`src/hdl/assert_macros.svh`:
```
// assertion helpers shared by the rtl
`ifndef ASSERT_MACROS_SVH
`define ASSERT_MACROS_SVH

// same-cycle implication, off while reset is low
`define ASSERT_IMPLY(label, clk, rst_n, ante, cons, msg) \
    label: assert property (@(posedge clk) disable iff (!(rst_n)) (ante) |-> (cons)) \
        else $error(msg);

// next-cycle implication, checked during reset too
`define ASSERT_NEXT_ALWAYS(label, clk, ante, cons, msg) \
    label: assert property (@(posedge clk) (ante) |=> (cons)) else $error(msg);

`endif

```
`src/hdl/bpru_pkg.sv`:
```
`default_nettype none
package bpru_pkg;

    localparam int PALETTE_DEPTH = 256;
    localparam int PAL_AW        = (PALETTE_DEPTH > 1) ? $clog2(PALETTE_DEPTH) : 1;
    localparam int MAX_DIMENSION = 4096;
    localparam int DIM_LIMIT     = (MAX_DIMENSION < 4096) ? MAX_DIMENSION : 4096;
    localparam int QUEUE_DEPTH   = 4;
    localparam int QUEUE_AW      = $clog2(QUEUE_DEPTH);

    // input operation codes
    localparam logic [1:0] OP_START   = 2'd0;
    localparam logic [1:0] OP_PALETTE = 2'd1;
    localparam logic [1:0] OP_PIXEL   = 2'd2;

    // pixel format codes
    localparam logic [2:0] FMT_1BIT  = 3'd0;
    localparam logic [2:0] FMT_4BIT  = 3'd1;
    localparam logic [2:0] FMT_8BIT  = 3'd2;
    localparam logic [2:0] FMT_24BIT = 3'd3;
    localparam logic [2:0] FMT_32BIT = 3'd4;

    // configuration register indexes
    localparam logic [1:0] CFG_FORMAT = 2'd0;
    localparam logic [1:0] CFG_WIDTH  = 2'd1;
    localparam logic [1:0] CFG_HEIGHT = 2'd2;

    typedef enum logic [1:0] {
        KIND_START,
        KIND_PALETTE,
        KIND_PIXEL
    } t_kind;

    typedef struct packed {
        t_kind       kind;
        logic [7:0]  data;
        logic [7:0]  pal_idx;
        logic [23:0] pal_rgb;
    } t_entry;

    typedef struct packed {
        logic [2:0]  fmt;
        logic [12:0] width;
        logic [12:0] height;
    } t_cfg;

endpackage
`default_nettype wire

```
`src/hdl/bpru_queue.sv`:
```
`default_nettype none
module bpru_queue (
    input  wire logic             i_clk,
    input  wire logic             i_rst_n,
    input  wire logic             i_push,
    input  wire bpru_pkg::t_entry i_entry,
    output logic                  o_full,
    output logic                  o_valid,
    output bpru_pkg::t_entry      o_entry,
    input  wire logic             i_pop
);
    import bpru_pkg::*;

    t_entry                r_slot [QUEUE_DEPTH];
    logic [QUEUE_AW-1:0]   r_wr_ptr, n_wr_ptr;
    logic [QUEUE_AW-1:0]   r_rd_ptr, n_rd_ptr;
    logic [QUEUE_AW:0]     r_count,  n_count;
    logic                  do_push, do_pop;

    assign o_full  = (r_count == (QUEUE_AW+1)'(QUEUE_DEPTH));
    assign o_valid = (r_count != '0);
    assign o_entry = r_slot[r_rd_ptr];

    assign do_push = i_push && !o_full;
    assign do_pop  = i_pop && o_valid;

    always_comb begin
        n_wr_ptr = r_wr_ptr;
        n_rd_ptr = r_rd_ptr;
        n_count  = r_count;
        if (do_push) begin
            n_wr_ptr = (r_wr_ptr == QUEUE_AW'(QUEUE_DEPTH - 1)) ? '0 : r_wr_ptr + 1'b1;
        end
        if (do_pop) begin
            n_rd_ptr = (r_rd_ptr == QUEUE_AW'(QUEUE_DEPTH - 1)) ? '0 : r_rd_ptr + 1'b1;
        end
        if (do_push && !do_pop) begin
            n_count = r_count + 1'b1;
        end else if (do_pop && !do_push) begin
            n_count = r_count - 1'b1;
        end
    end

    always_ff @(posedge i_clk) begin
        if (!i_rst_n) begin
            r_wr_ptr <= '0;
            r_rd_ptr <= '0;
            r_count  <= '0;
        end else begin
            r_wr_ptr <= n_wr_ptr;
            r_rd_ptr <= n_rd_ptr;
            r_count  <= n_count;
        end
    end

    always_ff @(posedge i_clk) begin
        if (do_push) begin
            r_slot[r_wr_ptr] <= i_entry;
        end
    end

endmodule
`default_nettype wire

```
`config.mk`:
```
export PLATFORM = sky130hd
export DESIGN_NAME = bpru_queue
export DESIGN_NICKNAME = d
export VERILOG_FILES = /design/src/hdl/assert_macros.svh /design/src/hdl/bpru_pkg.sv /design/src/hdl/bpru_queue.sv
export SDC_FILE = /design/constraint.sdc
export NUM_CORES = 1
export LEC_CHECK = 0
export ABC_AREA = 1
export BUFFER_PORTS_ARGS = -buffer_cell sky130_fd_sc_hd__buf_4
export CAP_MARGIN = 20
export CORE_MARGIN = 1
export CORE_UTILIZATION = 30
export DETAILED_ROUTE_END_ITERATION = 12
export GPL_TIMING_DRIVEN = 1
export HOLD_SLACK_MARGIN = 0.03
export PLACE_DENSITY_LB_ADDON = 0.08
export SKIP_CTS_REPAIR_TIMING = 1
export SYNTH_ARGS = -nofsm -noshare
export SYNTH_HDL_FRONTEND = slang
export SYNTH_SLANG_ARGS = --single-unit
```
`constraint.sdc`:
```
create_clock -name i_clk -period 4.6 [get_ports i_clk]
set_input_delay 0.69 -clock i_clk [delete_from_list [all_inputs] [get_ports i_clk]]
set_output_delay 0.69 -clock i_clk [all_outputs]
set_load 0.03 [all_outputs]
```
==> impl_summary.txt <==
----------------------------------------------------
[Outcome]
  Result of the run ... complete, no violations

[Worst setup path]
  Crit Path Category ... reg -> out
  Peak fanout along the critical path ... 43
  Startpoint class of the critical path ... flop
  Nature of the critical path endpoint ... output port
  Signal arrival time at the worst endpoint ... 3.01 ns
  Worst-case register-to-register setup slack ... 2.10 ns
  Required @ worst endpoint ... 3.91 ns

[Power and ir drop]
  Worst IR drop on VDD ... 0.3653 mV
  Internal power ... 0.003360 W
  Relative contribution of sequential cells to total power ... 38.9%
  Switching Power ... 0.001824 W
  Switching part of the total power ... 35.18%
  Power Total ... 0.005184 W
  P_leak ... 2.909 nW
  Total power density per cell area ... 627.7 nW/um^2
  Gate power share ... 33.4%
  Part of the total power dissipated in the clock network ... 27.7%

[Routing]
  Initial detailed-routing violation count ... 202
  DRC errors left ... 0
  Detailed-route via count ... 4012
  Antenna Nets Post-Route ... 0
  Via/cell ratio ... 4.660
  Total iterations of the first detailed-routing run ... 4
  Total detailed-routing wirelength ... 15020 microns
  Avg WL per Cell ... 17.44 microns

[CTS]
  Clock latency on the worst-skew pair ... 0.41 ns
  Clock slew at reported path FFs ... 0.06 ns
  H-tree levels ... 4
  CTS Buffer Depth ... 2
  # clock sinks ... 177
  Number of buffers inserted during clock tree synthesis ... 17
  Clk root buf ... sky130_fd_sc_hd__clkbuf_16
  TritonCTS clock tree ... done

[Synthesis]
  Library cell occupying the most area in the post-synthesis netlist ... sky130_fd_sc_hd__edfxtp_1
  Area fraction in and, or, nand and nor cells after synthesis ... 6.769%
  Gate Count Post-Synth ... 477
  Flops & latches, synth ... 177
  Top cell type's share of synthesized area ... 75.18%
  Synthesized-area fraction occupied by ao, oa, aoi and oai cells ... 10.48%
  Fraction of the mapped netlist area in adder cells ... 1.417%
  Post-synthesis share of cell area spent on xor and xnor gates ... 0%
  Total number of yosys warnings ... 0
  Avg Synthesized Cell Area ... 14.07 sq um
  Register area share after synthesis ... 77.87%
  Main combinational cell family by area after synthesis ... compound AO/OA/AOI/OAI gates
  Number of nets in the synthesized netlist ... 530
  Fraction of synthesized area in multiplexers ... 0%
  Syn Std Cell Area ... 6710 sq um
  Post-synthesis cell type count ... 19
  Most area-consuming cells after synthesis ... sky130_fd_sc_hd__edfxtp_1 75%, sky130_fd_sc_hd__nor2_1 5.6%, sky130_fd_sc_hd__o21ai_0 4.6%, sky130_fd_sc_hd__o22ai_1 3.9%, sky130_fd_sc_hd__dfxtp_1 2.7%

[Timing]
  Final critical delay including setup and external delays ... 3.700 ns
  Relative slew slack ... 34.24%
  Max Freq ... 0.2702 GHz
  Final Hold Viols ... 0
  Setup repair after global routing missed its margin ... no
  Setup clock skew after layout ... 0.006540 ns
  Total negative slack ... 0 ns
  Transition time at the pin with the least slew margin ... 0.9841 ns
  Ratio of final minimum period to clock period ... 80.44%
  Final worst slack ... 0.8996 ns
  Setup-failing EPs final ... 0
  Max Transition Viols Final ... 0

[Floorplanning]
  DIE WIDTH ... 151.6 microns
  Initial core utilization ... 30.65%
  Placeable core region ... 21890 sq um
  Count of boundary I/O pins ... 90
  Die outline height ... 151.6 microns
  Floorplan row count ... 54
  Die ar. ... 22970 sq um

[Placement]
  Count of input and output buffers ... 89
  HPWL reported at the end of detailed placement ... 8902 microns
  Worst slack at placement ... 1.257 ns
  Cell total after placement ... 829
  Final RePlAce weighted congestion ... 0.6883

[GRT]
  First-pass GRT wire length ... 22880 microns
  Total congestion overflow after global routing ... 0
  Via count of the first global-routing pass ... 4072
  Initial antenna violation count ... 0
  Global-route usage over all layers ... 13.66%
  Maximum number of pins on one net before global-route repair ... 85

[Finish]
  Layout cell share with drive strength beyond 1 ... 23.24%
  Post-layout instance count excluding filler cells ... 861
  Layout overhead on the synthesized area ... 23.07%
  Post-layout nets ... 621
  N_diodes ... 0

[Worst hold path]
  Worst min path class ... in -> reg

[Flow run]
  Max-capacitance violation count ... 0

----------------------------------------------------
## cell usage after synthesis (all sizes together)
cell,count
edfxtp,168
nor2,101
o21ai,86
o22ai,42
inv,18
buf,15
nand2,15
clkbuf,11
dfxtp,9
ha,6
a21oi,2
fa,1
nand3,1
nand3b,1
nand4,1
## layout make-up
class                      instances  area [sq um]
fill                            2120         13630
sequential                       177          5228
multi-input combinational        256          1282
timing repair buffer              98         735.7
clock buffer                      18         429.2
tap                              280         350.3
clock inverter                    14         165.2
inverter                          18         67.56
## worst max-delay path, cell delays in order (launching register included)
cell and delay (ns):
sky130_fd_sc_hd__dfxtp_2 0.31, sky130_fd_sc_hd__buf_4 0.43, sky130_fd_sc_hd__clkinv_1 0.92, sky130_fd_sc_hd__buf_4 0.52, sky130_fd_sc_hd__o21ai_1 0.10, sky130_fd_sc_hd__o22ai_1 0.11, sky130_fd_sc_hd__buf_4 0.19
## cells by family (layout without fill, tap and decap cells)
family                     after synthesis  in the layout
AOI/OAI and AO/OA                      130            130
adders and majority gates                7              7
buffers and inverters                   44            148
DFF                                    177            177
and+or+nand+nor                        119            119
## through the flow
step                instance area [sq um]  hold WS, ns  utilization [%]
detailed placement                   7664       0.5180            35.01
global placement                     7664       0.4994            35.01
floorplan                            6710       0.4873                -
global route                         8258       0.4461            37.72
finish                               8258       0.4718            37.72
CTS                                  8258       0.4498            37.72
## final timing paths
kind	from	end	cells past startpoint
worst min register to register	r_rd_ptr[1]	flop	4
worst max register to register	r_count[0]	r_slot[3][5]	5
worst max-delay path	flop	o_entry[12]	6
worst min-delay path	i_entry[38]	r_slot[0][38]	1
## sequential cells by signal, summed over array words and instances (netlist names), named ones only
signal    cells
r_count       3
r_rd_ptr      2
r_slot      168
r_wr_ptr      2
## routing by layer
metal  part of all wire, %  track usage, %
met1                    46           17.81
met2                    47           22.05
met3                   5.9           3.713
met4                  0.99           4.307
met5                     0               0
## layout by cell type, fill, tap and decap left out
| cell | count |
|---|---|
| sky130_fd_sc_hd__bufinv_16 | 3 |
| sky130_fd_sc_hd__nand4_1 | 1 |
| sky130_fd_sc_hd__nor2_1 | 97 |
| sky130_fd_sc_hd__dfxtp_1 | 7 |
| sky130_fd_sc_hd__clkbuf_16 | 17 |
| sky130_fd_sc_hd__clkinv_4 | 3 |
| sky130_fd_sc_hd__inv_1 | 15 |
| sky130_fd_sc_hd__o21ai_0 | 62 |
| sky130_fd_sc_hd__a21oi_1 | 2 |
| sky130_fd_sc_hd__inv_2 | 2 |
| sky130_fd_sc_hd__o22ai_1 | 42 |
| sky130_fd_sc_hd__nor2_4 | 4 |
| sky130_fd_sc_hd__o21ai_1 | 24 |
| sky130_fd_sc_hd__nand3b_1 | 1 |
| sky130_fd_sc_hd__inv_6 | 1 |
| sky130_fd_sc_hd__fa_1 | 1 |
| sky130_fd_sc_hd__clkinv_2 | 2 |
| sky130_fd_sc_hd__ha_1 | 6 |
| sky130_fd_sc_hd__nand2_1 | 15 |
| sky130_fd_sc_hd__clkinv_1 | 3 |
| sky130_fd_sc_hd__nand3_1 | 1 |
| sky130_fd_sc_hd__buf_4 | 98 |
| sky130_fd_sc_hd__clkbuf_1 | 1 |
| sky130_fd_sc_hd__clkinvlp_4 | 3 |
| sky130_fd_sc_hd__dfxtp_2 | 2 |
| sky130_fd_sc_hd__edfxtp_1 | 168 |
## power groups by stage
stage,Sequential [W],Combinational [W],Clock [W]
2_1_floorplan,0.00205,0.00112,0
3_3_place_gp,0.00205,0.00175,0
3_5_place_dp,0.00205,0.00177,0
4_1_cts,0.00202,0.00177,0.00147
5_1_grt,0.00203,0.00188,0.00153
6_report,0.00202,0.00173,0.00144
(Power assumes the default switching activity.)
